`config.mk`:
```
export PLATFORM = sky130hd
export DESIGN_NAME = dotq_front
export DESIGN_NICKNAME = d
export VERILOG_FILES = /design/src/rtl/core/deadline_ordered_timeout_queue_defines.svh /design/src/rtl/core/dotq_pkg.sv /design/src/rtl/core/dotq_front.sv
export SDC_FILE = /design/constraint.sdc
export NUM_CORES = 1
export LEC_CHECK = 0
export BUFFER_PORTS_ARGS = -buffer_cell sky130_fd_sc_hd__buf_4
export CORE_MARGIN = 2
export CORE_UTILIZATION = 50
export CTS_CLUSTER_SIZE = 25
export DETAILED_ROUTE_END_ITERATION = 10
export HOLD_SLACK_MARGIN = 0.1
export PLACE_DENSITY = 0.78
export SYNTH_ARGS = -nofsm -noshare
export SYNTH_HDL_FRONTEND = slang
export SYNTH_SLANG_ARGS = --single-unit
```
`constraint.sdc`:
```
create_clock -name clk -period 4.97 [get_ports clk]
set_input_delay 0.2485 -clock clk [delete_from_list [all_inputs] [get_ports clk]]
set_output_delay 0.2485 -clock clk [all_outputs]
set_load 0.02 [all_outputs]
```
`src/rtl/core/deadline_ordered_timeout_queue_defines.svh`:
```
// Assertion macros used by the timeout queue back end.
`ifndef DEADLINE_ORDERED_TIMEOUT_QUEUE_DEFINES_SVH
`define DEADLINE_ORDERED_TIMEOUT_QUEUE_DEFINES_SVH

// Checks that a condition holds at every clock edge out of reset.
`define DOTQ_ASSERT(label, cond, msg) \
  label: assert property (@(posedge clk) disable iff (!rst_n) (cond)) else $error(msg);

// Checks that a consequent holds in the same cycle as its antecedent.
`define DOTQ_ASSERT_IMP(label, ante, cons, msg) \
  label: assert property (@(posedge clk) disable iff (!rst_n) (ante) |-> (cons)) \
    else $error(msg);

`endif

```
`src/rtl/core/dotq_pkg.sv`:
```
// Shared types and constants of the deadline ordered timeout queue.
package dotq_pkg;

  localparam int NUM_TIMERS_DEF = 16;
  localparam int MAX_FIRE       = 16;
  localparam int FIRE_CW        = $clog2(MAX_FIRE + 1);
  localparam int FIRE_IW        = $clog2(MAX_FIRE);
  localparam int FIFO_DEPTH     = 2;
  localparam int MS_TO_US       = 1000;
  localparam logic [63:0] S64_MAX = 64'h7FFF_FFFF_FFFF_FFFF;

  typedef enum logic [2:0] {
    REQ_ARM_AT    = 3'd0,
    REQ_ARM_AFTER = 3'd1,
    REQ_DISARM    = 3'd2,
    REQ_DISARM_ALL = 3'd3,
    REQ_TICK      = 3'd4,
    REQ_QUERY     = 3'd5
  } req_t;

  typedef enum logic [1:0] {
    ST_OK     = 2'd0,
    ST_NOREG  = 2'd1,
    ST_BADREQ = 2'd2
  } status_t;

  typedef enum logic [2:0] {
    K_ARM,
    K_DIS,
    K_DALL,
    K_TICK,
    K_QUERY,
    K_STAT
  } kind_t;

  typedef struct packed {
    kind_t              kind;
    logic [3:0]         id;
    logic signed [63:0] due;
    logic signed [63:0] now;
    logic               keep;
    logic               clr;
    status_t            status;
  } cmd_t;

  typedef struct packed {
    status_t     status;
    logic        fv;
    logic [3:0]  fid;
    logic        last;
    logic        armed;
    logic [62:0] delay;
    logic        qa;
    logic        qf;
    logic [63:0] qs;
    logic [63:0] qd;
  } res_t;

endpackage

```
`src/rtl/core/dotq_front.sv`:
```
// Front end: accepts requests, computes deadlines and classifies them.
module dotq_front #(
  parameter int NUM_TIMERS = dotq_pkg::NUM_TIMERS_DEF
) (
  input  logic            clk,
  input  logic            rst_n,
  input  logic            in_valid,
  output logic            in_ready,
  input  logic [2:0]      req,
  input  logic [3:0]      id,
  input  logic [63:0]     deadline,
  input  logic [30:0]     wait_ms,
  input  logic [63:0]     now,
  input  logic            keep,
  input  logic            clr,
  input  logic            cfg_wr_en,
  input  logic [15:0]     cfg_wr_data,
  output logic            push,
  input  logic            full,
  output dotq_pkg::cmd_t  cmd
);

  logic        s1_v_r;
  logic [2:0]  s1_req_r;
  logic [3:0]  s1_id_r;
  logic [63:0] s1_dl_r;
  logic [63:0] s1_now_r;
  logic        s1_keep_r;
  logic        s1_clr_r;
  logic [40:0] s1_prod_r;
  logic [15:0] mask_r;

  logic [64:0] sum;
  logic        sat;
  logic        valid_id;
  logic        regd;

  assign push     = s1_v_r && !full;
  assign in_ready = !s1_v_r || push;

  always_ff @(posedge clk) begin
    if (!rst_n) begin
      s1_v_r <= 1'b0;
      mask_r <= '0;
    end else begin
      if (cfg_wr_en) mask_r <= cfg_wr_data;
      if (in_valid && in_ready) begin
        s1_v_r    <= 1'b1;
        s1_req_r  <= req;
        s1_id_r   <= id;
        s1_dl_r   <= deadline;
        s1_now_r  <= now;
        s1_keep_r <= keep;
        s1_clr_r  <= clr;
        s1_prod_r <= 41'(wait_ms) * 41'(dotq_pkg::MS_TO_US);
      end else if (push) begin
        s1_v_r <= 1'b0;
      end
    end
  end

  // The product is non-negative, so the sum cannot fall below the signed minimum.
  assign sum      = {s1_now_r[63], s1_now_r} + {24'b0, s1_prod_r};
  assign sat      = !sum[64] && sum[63];
  assign valid_id = 32'(s1_id_r) < NUM_TIMERS;
  assign regd     = valid_id && mask_r[s1_id_r];

  always_comb begin
    cmd.id     = s1_id_r;
    cmd.now    = s1_now_r;
    cmd.keep   = s1_keep_r;
    cmd.clr    = s1_clr_r;
    cmd.due    = s1_dl_r;
    cmd.status = dotq_pkg::ST_OK;
    cmd.kind   = dotq_pkg::K_STAT;
    if (s1_req_r == dotq_pkg::REQ_ARM_AFTER) begin
      cmd.due = sat ? dotq_pkg::S64_MAX : sum[63:0];
    end
    unique case (s1_req_r) inside
      dotq_pkg::REQ_ARM_AT, dotq_pkg::REQ_ARM_AFTER: begin
        cmd.kind   = regd ? dotq_pkg::K_ARM : dotq_pkg::K_STAT;
        cmd.status = regd ? dotq_pkg::ST_OK : dotq_pkg::ST_NOREG;
      end
      dotq_pkg::REQ_DISARM: begin
        cmd.kind   = regd ? dotq_pkg::K_DIS : dotq_pkg::K_STAT;
        cmd.status = regd ? dotq_pkg::ST_OK : dotq_pkg::ST_NOREG;
      end
      dotq_pkg::REQ_DISARM_ALL: cmd.kind = dotq_pkg::K_DALL;
      dotq_pkg::REQ_TICK:       cmd.kind = dotq_pkg::K_TICK;
      dotq_pkg::REQ_QUERY: begin
        cmd.kind   = valid_id ? dotq_pkg::K_QUERY : dotq_pkg::K_STAT;
        cmd.status = valid_id ? dotq_pkg::ST_OK : dotq_pkg::ST_NOREG;
      end
      default: cmd.status = dotq_pkg::ST_BADREQ;
    endcase
  end

endmodule

```
==> results.sh <==
export IMPL_status="complete, no violations"
export IMPL_relSlewSlack_pct=47.9
export IMPL_cts_tree="built"
export IMPL_cp_arrival_ns=4.54
export IMPL_design_area_sq_mm=0.0199
export IMPL_reg2regPathDepth=3
export IMPL_die_w_um=175
export IMPL_synth_cell_types=60
export IMPL_wirelength_mm=42.1
export IMPL_gp_routability_congestion=0.910
export IMPL_comb_power_share_pct=60.1
export IMPL_cap_violations=0
export IMPL_coreArea_sq_mm=0.0287
export IMPL_cts_sinks=192
export IMPL_ir_drop_v=0.000326
export IMPL_rows=62
export IMPL_p_seq_share_pct=23.4
export IMPL_drc_errors=0
export IMPL_dp_cells=2028
export IMPL_p_leak_uw=0.00884
export IMPL_grtUsageTotal_pct=27.6
export IMPL_syn_inst=1318
export IMPL_worstHoldStart="rst_n"
export IMPL_critical_path_required_ns=4.72
export IMPL_viasPerCell=5.45
export IMPL_worst_pin_slew_ns=0.782
export IMPL_switching_share_pct=42.3
export IMPL_firstDrtPassIters=7
export IMPL_drive_above_1_share_pct=24.1
export IMPL_post_cts_buffers=0
export IMPL_p_clk_share_pct=16.5
export IMPL_initial_utilization_pct=50.7
export IMPL_cts_root_buffer="clkbuf_16"
export IMPL_antenna_found_initial=1
export IMPL_hold_violations=0
export IMPL_fin_crit_sh_pct=96.4
export IMPL_die_y_um=175
export IMPL_final_cell_mix="buf_4, inv_1, edfxtp_1"
export IMPL_path_class="flip-flop to output pin"
export IMPL_min_path_cells=2
export IMPL_gr_total_overflow=0
export IMPL_slew_violations=0
export IMPL_power_per_cell_area_mw_per_mm2=488
export IMPL_htree_levels=4
export IMPL_portBuffers=329
export IMPL_setup_viol=0
export IMPL_syn_area_sq_mm=0.0145
export IMPL_die_area_sq_mm=0.0305
export IMPL_synth_ff_type="edfxtp_1"
export IMPL_synth_avg_cell_area_sq_um=11.0
export IMPL_seq_area_frac_synth_pct=38.5
export IMPL_ys_seq_elements=192
export IMPL_stdcell_count=2220
export IMPL_grt_max_degree=84
export IMPL_hold_class="primary input to flip-flop"
export IMPL_area_growth_pct=36.5
export IMPL_first_iter_violations=1097
export IMPL_path_clk_slew_ns=0.08
export IMPL_power_net_switching_uw=4090
export IMPL_first_global_vias=12500
export IMPL_layout_commonest_cell="buf_4"
export IMPL_dpl_cell_area_sq_mm=0.0176
export IMPL_worst_setup_path_start_kind="flip-flop"
export IMPL_fmax_mhz=209
export IMPL_r2r_slack_ns=2.88
export IMPL_fin_skew_ns=0.00976
export IMPL_reg2reg_from="s1_v_r"
export IMPL_ios=330
export IMPL_cp_end_kind="output pin"
export IMPL_ys_warn_count=0
export IMPL_synth_edf_count=175
export IMPL_async_flop_share_pct=0
export IMPL_worstHoldEndpoint="s1_v_r"
export IMPL_drt_wirelength_per_cell_um=19.0
export IMPL_fin_crit_ns=4.79
export IMPL_grt_pass1_wl_mm=65.5
export IMPL_cts_buffers=17
export IMPL_p_int_uw=5590
export IMPL_clock_latency_ns=0.46
export IMPL_final_nets=2246
export IMPL_syn_num_nets=1743
export IMPL_rsz0062_at_grt="false"
export IMPL_clockBufferDepth=2
export IMPL_vias=12100
export IMPL_drtAntennaViolNets=0
export IMPL_reg2reg_to="s1_now_r[27]"
export IMPL_hpwl_mm=30.0
export IMPL_cp_max_fo=29
==> cells by family (layout without fill, tap and decap cells) <==
group | after synthesis | in the layout | share of synthesized area [%]
DFF | 192 | 192 | 38.5
and+or+nand+nor | 284 | 285 | 9.43
xor gates and xnor gates | 85 | 85 | 5.12
other | 0 | 2 | 0
buffers and inverters | 214 | 729 | 5.80
AOI/OAI and AO/OA | 284 | 284 | 12.9
adders and majority gates | 236 | 236 | 26.2
muxes | 23 | 23 | 2.01
==> power groups by stage <==
stage,Combinational (uW),Clock [uW],Sequential (uW)
floorplan,4010,0,2290
global route,6480,1670,2280
global placement,5460,0,2290
finish,5830,1600,2270
detailed placement,5580,0,2300
CTS,5750,1600,2260
==> routing by layer <==
metal / up-vias / GRT usage, % / part of all wire [%]
li1: 5599 / - / -
met1: 5899 / 33.2 / 39
met2: 517 / 49.8 / 51
met3: 84 / 4.48 / 6.3
met4: 0 / 9.97 / 3.2
met5: - / 0 / 0
==> registers in the layout (all words and copies together) (netlist names) <==
name,count
s1_keep_r,1
s1_prod_r,38
s1_dl_r,64
s1_now_r,64
s1_v_r,1
mask_r,16
s1_clr_r,1
s1_id_r,4
s1_req_r,3
==> critical path, cell delays in order, from the launching register on <==
cell and delay (ns):
edfxtp_1 0.39, ha_1 0.19, inv_1 0.06, fa_1 0.39, nor2b_1 0.17, o31a_1 0.20, o31a_1 0.17, o22a_1 0.26
a221o_1 0.30, nand4b_2 0.18, a21oi_2 0.39, buf_4 0.23, nand3_1 0.16, and3_4 0.40, a21oi_1 0.35, buf_4 0.21
==> cell usage after synthesis, drive strengths merged, types with 5 or more instances <==
library cell    n  area [sq um]
and3           19           124
nor4            5          31.3
mux2i          18           180
and4            6          52.6
a31oi           8          50.1
dfxtp          17           340
nor3           11          55.1
inv           178           668
nand3          23           115
edfxtp        175          5260
nand2b          8          50.1
fa            115          2300
nor2b          27           169
a21o           36           270
ha            121          1510
xnor2          45           394
buf             8          70.1
clkbuf         28           105
a21oi         127           752
nand4          16           100
a211oi          6          45.0
o21a           11          82.6
o22a            8          70.1
o21bai         10          75.1
mux4            5           113
nand2          52           195
xor2           40           350
a211o           6          52.6
nor2          105           394
a221oi          5          50.0
and2            6          37.5
o21ai          36           180
==> worst max-delay path by stage <==
stage / cells after the start / end / start / slack [ns]
floorplan: 17 / s1_prod_r[39] / wait_ms[0] / 0.18
global placement: 19 / s1_prod_r[30] / wait_ms[4] / 0.005
detailed placement: 19 / s1_prod_r[40] / wait_ms[4] / -0.07
CTS: 14 / cmd[96] / s1_prod_r[3] / 0.07
global route: 15 / cmd[87] / s1_prod_r[3] / 0.02
finish: 15 / cmd[87] / s1_prod_r[3] / 0.18
==> through the flow <==
stage               setup TNS (ns)  total power (uW)  utilization [%]  setup WS [ns]  hold WS [ns]
global placement                 0              7750             61.3        0.00485         0.426
finish                           0              9690             69.2          0.178         0.149
CTS                              0              9610             69.1         0.0705         0.121
detailed placement          -0.160              7870             61.3        -0.0681         0.428
floorplan                        0              6300                -          0.176         0.347
global route                     0             10400             69.2         0.0183         0.144
==> layout make-up <==
cell class                      count  area [sq um]
Fill cell                        2024          8850
Multi-Input combinational cell    913          8130
Sequential cell                   192          5600
Timing Repair Buffer              519          4300
Inverter                          178           668
Tap cell                          384           480
Clock buffer                       17           425
Clock inverter                     15           241
Antenna cell                        2          5.00
==> timing repair <==
item | in CTS | in global routing
setup endpoints to repair | 0 | 24
hold buffers | 157 | 0
gates resized for setup | 0 | 2
endpoints found under the hold margin | 156 | 0
No activity file was read; power rests on OpenSTA's default activity.
