===== config.mk =====
export PLATFORM = sky130hd
export DESIGN_NAME = dotq_fifo
export DESIGN_NICKNAME = d
export VERILOG_FILES = /design/src/rtl/core/deadline_ordered_timeout_queue_defines.svh /design/src/rtl/core/dotq_pkg.sv /design/src/rtl/core/dotq_fifo.sv
export SDC_FILE = /design/constraint.sdc
export NUM_CORES = 1
export LEC_CHECK = 0
export ABC_AREA = 1
export BUFFER_PORTS_ARGS = -buffer_cell sky130_fd_sc_hd__buf_2
export CAP_MARGIN = 20
export CORE_MARGIN = 1.5
export CORE_UTILIZATION = 35
export CTS_CLUSTER_DIAMETER = 60
export DETAILED_ROUTE_END_ITERATION = 16
export HOLD_SLACK_MARGIN = 0.08
export SYNTH_ARGS = -nofsm -noshare
export SYNTH_HDL_FRONTEND = slang
export SYNTH_SLANG_ARGS = --single-unit

===== constraint.sdc =====
create_clock -name clk -period 8.15 [get_ports clk]
set_input_delay 0.815 -clock clk [delete_from_list [all_inputs] [get_ports clk]]
set_output_delay 0.815 -clock clk [all_outputs]
set_load 0.05 [all_outputs]

===== src/rtl/core/deadline_ordered_timeout_queue_defines.svh =====
// Assertion macros used by the timeout queue back end.
`ifndef DEADLINE_ORDERED_TIMEOUT_QUEUE_DEFINES_SVH
`define DEADLINE_ORDERED_TIMEOUT_QUEUE_DEFINES_SVH

// Checks that a condition holds at every clock edge out of reset.
`define DOTQ_ASSERT(label, cond, msg) \
  label: assert property (@(posedge clk) disable iff (!rst_n) (cond)) else $error(msg);

// Checks that a consequent holds in the same cycle as its antecedent.
`define DOTQ_ASSERT_IMP(label, ante, cons, msg) \
  label: assert property (@(posedge clk) disable iff (!rst_n) (ante) |-> (cons)) \
    else $error(msg);

`endif


===== src/rtl/core/dotq_pkg.sv =====
// Shared types and constants of the deadline ordered timeout queue.
package dotq_pkg;

  localparam int NUM_TIMERS_DEF = 16;
  localparam int MAX_FIRE       = 16;
  localparam int FIRE_CW        = $clog2(MAX_FIRE + 1);
  localparam int FIRE_IW        = $clog2(MAX_FIRE);
  localparam int FIFO_DEPTH     = 2;
  localparam int MS_TO_US       = 1000;
  localparam logic [63:0] S64_MAX = 64'h7FFF_FFFF_FFFF_FFFF;

  typedef enum logic [2:0] {
    REQ_ARM_AT    = 3'd0,
    REQ_ARM_AFTER = 3'd1,
    REQ_DISARM    = 3'd2,
    REQ_DISARM_ALL = 3'd3,
    REQ_TICK      = 3'd4,
    REQ_QUERY     = 3'd5
  } req_t;

  typedef enum logic [1:0] {
    ST_OK     = 2'd0,
    ST_NOREG  = 2'd1,
    ST_BADREQ = 2'd2
  } status_t;

  typedef enum logic [2:0] {
    K_ARM,
    K_DIS,
    K_DALL,
    K_TICK,
    K_QUERY,
    K_STAT
  } kind_t;

  typedef struct packed {
    kind_t              kind;
    logic [3:0]         id;
    logic signed [63:0] due;
    logic signed [63:0] now;
    logic               keep;
    logic               clr;
    status_t            status;
  } cmd_t;

  typedef struct packed {
    status_t     status;
    logic        fv;
    logic [3:0]  fid;
    logic        last;
    logic        armed;
    logic [62:0] delay;
    logic        qa;
    logic        qf;
    logic [63:0] qs;
    logic [63:0] qd;
  } res_t;

endpackage


===== src/rtl/core/dotq_fifo.sv =====
// Short command queue between the front end and the back end.
module dotq_fifo (
  input  logic           clk,
  input  logic           rst_n,
  input  logic           push,
  input  dotq_pkg::cmd_t din,
  output logic           full,
  input  logic           pop,
  output dotq_pkg::cmd_t dout,
  output logic           empty
);

  localparam int PW = $clog2(dotq_pkg::FIFO_DEPTH);
  localparam int CW = $clog2(dotq_pkg::FIFO_DEPTH + 1);

  dotq_pkg::cmd_t mem [dotq_pkg::FIFO_DEPTH];
  logic [PW-1:0]  wp_r;
  logic [PW-1:0]  rp_r;
  logic [CW-1:0]  cnt_r;
  logic           do_push;
  logic           do_pop;

  assign full    = cnt_r == CW'(dotq_pkg::FIFO_DEPTH);
  assign empty   = cnt_r == '0;
  assign do_push = push && !full;
  assign do_pop  = pop && !empty;
  assign dout    = mem[rp_r];

  always_ff @(posedge clk) begin
    if (!rst_n) begin
      wp_r  <= '0;
      rp_r  <= '0;
      cnt_r <= '0;
    end else begin
      if (do_push) begin
        wp_r <= (wp_r == PW'(dotq_pkg::FIFO_DEPTH - 1)) ? '0 : wp_r + 1'b1;
      end
      if (do_pop) begin
        rp_r <= (rp_r == PW'(dotq_pkg::FIFO_DEPTH - 1)) ? '0 : rp_r + 1'b1;
      end
      if (do_push && !do_pop)      cnt_r <= cnt_r + 1'b1;
      else if (!do_push && do_pop) cnt_r <= cnt_r - 1'b1;
    end
  end

  always_ff @(posedge clk) begin
    if (do_push) mem[wp_r] <= din;
  end

endmodule


==> results of run 1 <==
[critical path: stages (launching register included)]
cell and delay [ns]:
sky130_fd_sc_hd__dfxtp_4 0.97, sky130_fd_sc_hd__buf_4 0.84, sky130_fd_sc_hd__mux2_2 0.44, sky130_fd_sc_hd__buf_2 0.21
[sequential cells by signal, indices dropped and copies added, names as in the netlist, named ones only]
name	cells
mem	278
cnt_r	2
wp_r	1
rp_r	1
[worst max-delay path by stage]
stage | cells past startpoint | to
detailed placement | 3 | dout[9]
finish | 3 | dout[9]
CTS | 3 | dout[9]
floorplan | 2 | mem[0][0]
global placement | 3 | dout[51]
global route | 3 | dout[2]
[through the flow]
| stage | setup slack (ns) | power (mW) | area [um2] | util, % |
|---|---|---|---|---|
| after floorplan | 0.768 | 3.13 | 10300 | - |
| after global placement | 4.67 | 3.40 | 12100 | 42.0 |
| after detailed placement | 4.66 | 3.41 | 12100 | 42.0 |
| after CTS | 4.07 | 4.66 | 13000 | 45.1 |
| after global routing | 3.91 | 4.78 | 13000 | 45.1 |
| final | 4.14 | 4.59 | 13000 | 45.1 |
[Yosys cell counts (all sizes together)]
cell,count
edfxtp,278
mux2,139
buf,15
nor2,11
inv,9
nand2,6
dfxtp,5
o21ai,3
a21oi,1
ha,1
nand3,1
nand4,1
[per-layer routing]
metal  GRT usage (%)  routed length, um  vias up
li1                -                  -     2471
met1            16.0               8270     2614
met2            21.3               9730      189
met3            4.50               1630       37
met4            3.99                537        2
met5               0                 12        -
[cells by family after synthesis]
family | count (synthesis) | share of synthesized area [%]
flops | 283 | 82.0
mux | 139 | 15.2
buf+inv | 24 | 1.77
simple gates | 19 | 0.729
compound gates | 4 | 0.194
fa+ha+maj | 1 | 0.121
[layout make-up]
cell class / count / area (um2)
diodes: 2 / 5.00
inverters: 9 / 33.8
fillers: 2598 / 15800
multi-input cells: 163 / 1690
flip-flops and latches: 283 / 8450
repair buffers: 288 / 1450
well taps: 384 / 480
clock buffers: 46 / 862
clock inverters: 9 / 43.8
[power groups by stage]
stage               Sequential, mW  Combinational, mW  Clock (mW)
detailed placement            1.96               1.45           0
floorplan                     1.95               1.18           0
CTS                           1.93               1.45        1.27
finish                        1.92               1.43        1.23
global route                  1.95               1.51        1.33
global placement              1.95               1.45           0
==> results.json, run 1 <==
{
  "power.switching_mw": 1.65,
  "die_w_um": 175,
  "timing.final.crit_share_pct": 49.2,
  "cts.clk_slew.worst_paths_ns": 0.06,
  "number_of_buffers_between_clock_root_and_the_deepest_sink": 3,
  "synth_cell_type_count": 14,
  "routability_congestion": 0.709,
  "setup.worst_path.end_class": "output pin",
  "fmax_mhz": 249,
  "antenna_left": 0,
  "fin_worst_hold_slack_ns": 0.458,
  "power_per_cell_area_nw_per_um2": 352,
  "finalNetCount": 919,
  "ctsResizeCount": 0,
  "cts-buffers-inserted": 30,
  "whs_endpoint": "mem[0][49]",
  "maxSlewViolCount": 0,
  "number_of_buffers_inserted_by_post_cts_setup_repair": 0,
  "first_global_vias": 5476,
  "finalHoldViolCount": 0,
  "ys_top_cells_by_area": "sky130_fd_sc_hd__edfxtp_1 (81%), sky130_fd_sc_hd__mux2_2 (15%), sky130_fd_sc_hd__buf_6 (1.2%), sky130_fd_sc_hd__dfxtp_1 (0.97%), sky130_fd_sc_hd__nor2_1 (0.40%)",
  "firstDrtPassIters": 4,
  "ratio_of_cells_with_drive_above_1_in_the_final_layout_pct": 58.5,
  "min_from": "din[49]",
  "htree_levels": 1,
  "initial_utilization_pct": 35.7,
  "instances_no_fill": 1184,
  "dpl.hpwl_um": 12800,
  "clock_tree_sinks": 283,
  "die_h_um": 175,
  "syn_nets": 614,
  "beginning_of_the_worst_register_to_register_path": "cnt_r[0]",
  "detail_route.drc_violations": 0,
  "yosys_warnings": 0,
  "drv.max_cap_violation_count": 0,
  "grt_start_max_net_pins": 72,
  "route.detailed.wl_per_inst_um": 17.0,
  "seq_power_share_pct": 41.9,
  "syn_avg_cell_area_um2": 21.9,
  "outcome": "finished clean",
  "critical_path_peak_fanout": 71,
  "syn-instance-count": 470,
  "tritoncts_clock_tree": "built",
  "synthesis.area_um2": 10300,
  "worst-r2r-cell-count": 3,
  "grt_setup_unrepaired": "no",
  "routed_wl_um": 20200,
  "max_clock_skew_ns": 0.0131,
  "cts.hold.buffers_added": 0,
  "timing.final.crit_period_ns": 4.01,
  "vias": 5313,
  "grt_antenna_before_repair": 3,
  "remaining_max_slew_budget_at_the_tightest_pin_pct": 32.7,
  "grt_usage_pct": 12.9,
  "irDropWorstVdd_mv": 0.221,
  "placeableCoreArea_um2": 28900,
  "post-synth-top-area-fraction_pct": 81.0,
  "layout.cells.most_common": "sky130_fd_sc_hd__buf_2",
  "critPathLaunchType": "flip-flop",
  "internal_power_component_mw": 2.94,
  "grt.overflow.total": 0,
  "routed_via_density": 4.49,
  "r2r_end": "mem[0][88]",
  "power.share.clock_pct": 26.9,
  "mostFrequentLayoutCells": "sky130_fd_sc_hd__buf_2 (283), sky130_fd_sc_hd__edfxtp_1 (278), sky130_fd_sc_hd__mux2_2 (139)",
  "crit_required_ns": 7.34,
  "drt-initial-drc-count": 261,
  "tns_ns": 0,
  "critical_path_class": "reg -> out",
  "fp.dieArea_um2": 30500,
  "synthToLayoutAreaGrowth_pct": 26.4,
  "timing.final.setup_violations": 0,
  "placement.io_buffers": 283,
  "cell_count_after_placement": 1127,
  "yosysSeqAreaShare_pct": 82.0,
  "clock_tree.root_cell": "sky130_fd_sc_hd__clkbuf_16",
  "power.static_leakage_nw": 4.81,
  "crit_arrival_ns": 3.19,
  "combinational_power_share_pct": 31.2,
  "yosys.area.top_type": "sky130_fd_sc_hd__edfxtp_1",
  "max_slew.worst_pin.slew_ns": 1.01,
  "row_count": 62,
  "clock_latency_ns": 0.54,
  "worst_hold_path_stage_count": 1,
  "timing.hold.worst.class": "in -> reg",
  "postSynthRegisterBits": 283,
  "grt_first_pass_wirelength_um": 30700,
  "setup.reg_to_reg.worst_slack_ns": 5.58,
  "floorplan.io_pins": 284,
  "power.share.switching_pct": 35.9
}
Power figures use the tool's default switching activity.
==> inputs of run 2 (changes only) <==
==> constraint.sdc (replaced) <==
create_clock -name clk -period 3.9 [get_ports clk]
set_input_delay 0.39 -clock clk [delete_from_list [all_inputs] [get_ports clk]]
set_output_delay 0.39 -clock clk [all_outputs]
set_load 0.05 [all_outputs]
==> run 2 against run 1 <==
  * Combinational power rose by 120%
  * Clock-buffer cell count fell by 6
  * Power rose by 110%
  * Register-to-register slack got worse by 3.7 ns
  * Routed wire length rose by 4.7%
  * Largest cell class unchanged
  * Die area did not move
  * Sequential power rose by 100%
  * Largest power group unchanged
  * Final area rose by 11%
  * Sequential share of layout area fell by 6.5 points
  * Hold slack got worse by 0.35 ns
  * Cell count rose by 12%
==> results.json, run 2 (synthesized netlist as in run 1, its figures left out) <==
{
  "outcome": "finished clean",
  "grt_antenna_before_repair": 0,
  "largest_register_ffs": 278,
  "die_w_um": 175,
  "drv.max_cap_violation_count": 0,
  "placement.io_buffers": 283,
  "final_non_filler_cell_area_um2": 14500,
  "min_from": "rst_n",
  "critPathSlowestCell": "sky130_fd_sc_hd__buf_4",
  "r2r_end": "mem[1][104]",
  "whs_endpoint": "cnt_r[1]",
  "synthToLayoutAreaGrowth_pct": 40.3,
  "floorplan.io_pins": 284,
  "critPathLaunchType": "flip-flop",
  "first_global_vias": 6370,
  "setup.worst_path.end_class": "output pin",
  "cts.clk_slew.worst_paths_ns": 0.06,
  "beginning_of_the_worst_register_to_register_path": "cnt_r[0]",
  "grt.overflow.total": 0,
  "worst-r2r-cell-count": 3,
  "routed_wl_um": 21100,
  "antenna_left": 0,
  "critical_path.n_buffers_inverters": 2,
  "crit_required_ns": 3.51,
  "crit_arrival_ns": 2.19,
  "row_count": 62,
  "critPathTopFamily": "buffers and inverters",
  "mostFrequentLayoutCells": "sky130_fd_sc_hd__buf_2 (283), sky130_fd_sc_hd__edfxtp_1 (278), sky130_fd_sc_hd__mux2_2 (139), sky130_fd_sc_hd__dlygate4sd3_1 (139), sky130_fd_sc_hd__clkbuf_16 (31)",
  "largest_register": "mem",
  "initial_utilization_pct": 35.7,
  "grt_first_pass_wirelength_um": 32700,
  "clock_tree.root_cell": "sky130_fd_sc_hd__clkbuf_16",
  "grt_setup_unrepaired": "no",
  "timing.final.crit_share_pct": 66.2,
  "dpl.hpwl_um": 12900,
  "path_cells": "buf_4 -> mux2_2 -> buf_2",
  "ratio_of_cells_with_drive_above_1_in_the_final_layout_pct": 50.5,
  "setup.reg_to_reg.worst_slack_ns": 1.87,
  "max_clock_skew_ns": 0.00811,
  "fmax_mhz": 387,
  "die_h_um": 175,
  "detail_route.drc_violations": 0,
  "maxSlewViolCount": 0,
  "htree_levels": 1,
  "fillCellCount": 2477,
  "p_total_mw": 9.76,
  "worst_hold_path_stage_count": 3,
  "layout.cells.most_common": "sky130_fd_sc_hd__buf_2",
  "critical_path_class": "reg -> out",
  "max_slew.worst_pin.slew_ns": 0.865,
  "routed_via_density": 4.40,
  "remaining_max_slew_budget_at_the_tightest_pin_pct": 42.3,
  "fp.dieArea_um2": 30500,
  "power_per_cell_area_nw_per_um2": 675,
  "ant_cells": 0,
  "finalHoldViolCount": 0,
  "timing.final.crit_period_ns": 2.58,
  "cts-buffers-inserted": 30,
  "timing.final.setup_violations": 0,
  "slowest_delay_ns": 0.64,
  "number_of_buffers_between_clock_root_and_the_deepest_sink": 3,
  "placed_cell_area_um2": 12200,
  "reg_top3": "mem (278), cnt_r (2)",
  "power.static_leakage_nw": 5.42,
  "critical_path_peak_fanout": 57,
  "route.detailed.wl_per_inst_um": 16.0,
  "grt_usage_pct": 13.6,
  "drt-initial-drc-count": 279,
  "firstDrtPassIters": 4,
  "finalNetCount": 1061,
  "vias": 5820,
  "clock_tree_sinks": 283,
  "irDropWorstVdd_mv": 0.453,
  "routability_congestion": 0.710,
  "tritoncts_clock_tree": "built",
  "clock_latency_ns": 0.54,
  "placeableCoreArea_um2": 28900,
  "timing.hold.worst.class": "in -> reg",
  "grt_start_max_net_pins": 77
}
## run 2: changes by cell type in the layout (fill, tap and decap cells not counted), sizes merged
| cell | delta |
|---|---|
| clkinvlp | +1 |
| inv | -1 |
| clkinv | +5 |
| dlygate4sd3 | +139 |
| buf | +3 |
| diode | -2 |
| clkbuf | -6 |
| bufinv | +1 |
## run 2: worst register-to-register path, stage by stage, from the launching register on
cell and delay, ns:
sky130_fd_sc_hd__dfxtp_1 0.38, sky130_fd_sc_hd__o21ai_0 0.31, sky130_fd_sc_hd__nor2_4 0.22, sky130_fd_sc_hd__buf_4 0.67
## run 2: worst max-delay path by stage
stage	slack [ns]	start	endpoint	depth (start not counted)
floorplan	-0.75	push	mem[0][0]	2
global placement	1.78	push	mem[1][16]	4
detailed placement	1.78	push	mem[1][16]	4
CTS	1.28	flip-flop	dout[4]	3
global route	1.20	flip-flop	dout[4]	3
finish	1.32	flip-flop	dout[11]	3
## run 2: cell type report
class / count / area, um2 / area share (%)
inverters: 9 / 33.8 / 0.234
flip-flops and latches: 283 / 8450 / 58.5
clock inverters: 15 / 100 / 0.692
multi-input cells: 163 / 1690 / 11.7
clock buffers: 40 / 810 / 5.60
repair buffers: 430 / 2890 / 20.0
well taps: 384 / 480 / 3.32
## run 2: metrics by stage
step | worst slack, ns | instances | util (%) | hold WS (ns) | TNS [ns]
finish | 1.32 | 1324 | 50.1 | 0.112 | 0
global route | 1.20 | 1324 | 50.1 | 0.112 | 0
CTS | 1.28 | 1324 | 50.1 | 0.0919 | 0
detailed placement | 1.78 | 1130 | 42.1 | 0.521 | 0
global placement | 1.78 | 1130 | 42.1 | 0.480 | 0
floorplan | -0.749 | 470 | - | 0.467 | -208.25
## run 2: routing by layer
| metal | vias up | wire length (um) | track usage [%] |
|---|---|---|---|
| met5 | - | 0 | 0 |
| met4 | 0 | 480 | 3.74 |
| met3 | 33 | 1530 | 4.05 |
| met2 | 193 | 10700 | 24.5 |
| met1 | 2841 | 8460 | 15.6 |
| li1 | 2753 | - | - |
## run 2: repair_timing
| item | in CTS | in global routing |
|---|---|---|
| hold buffers | 139 | 0 |
| setup buffers | 0 | 0 |
| hold endpoints to repair | 278 | 0 |
| resized for setup | 0 | 0 |
## run 2: report_power, final
group	switching (mW)	internal (mW)
Sequential	0.0867	3.84
Combinational	2.32	0.892
Clock	1.10	1.51
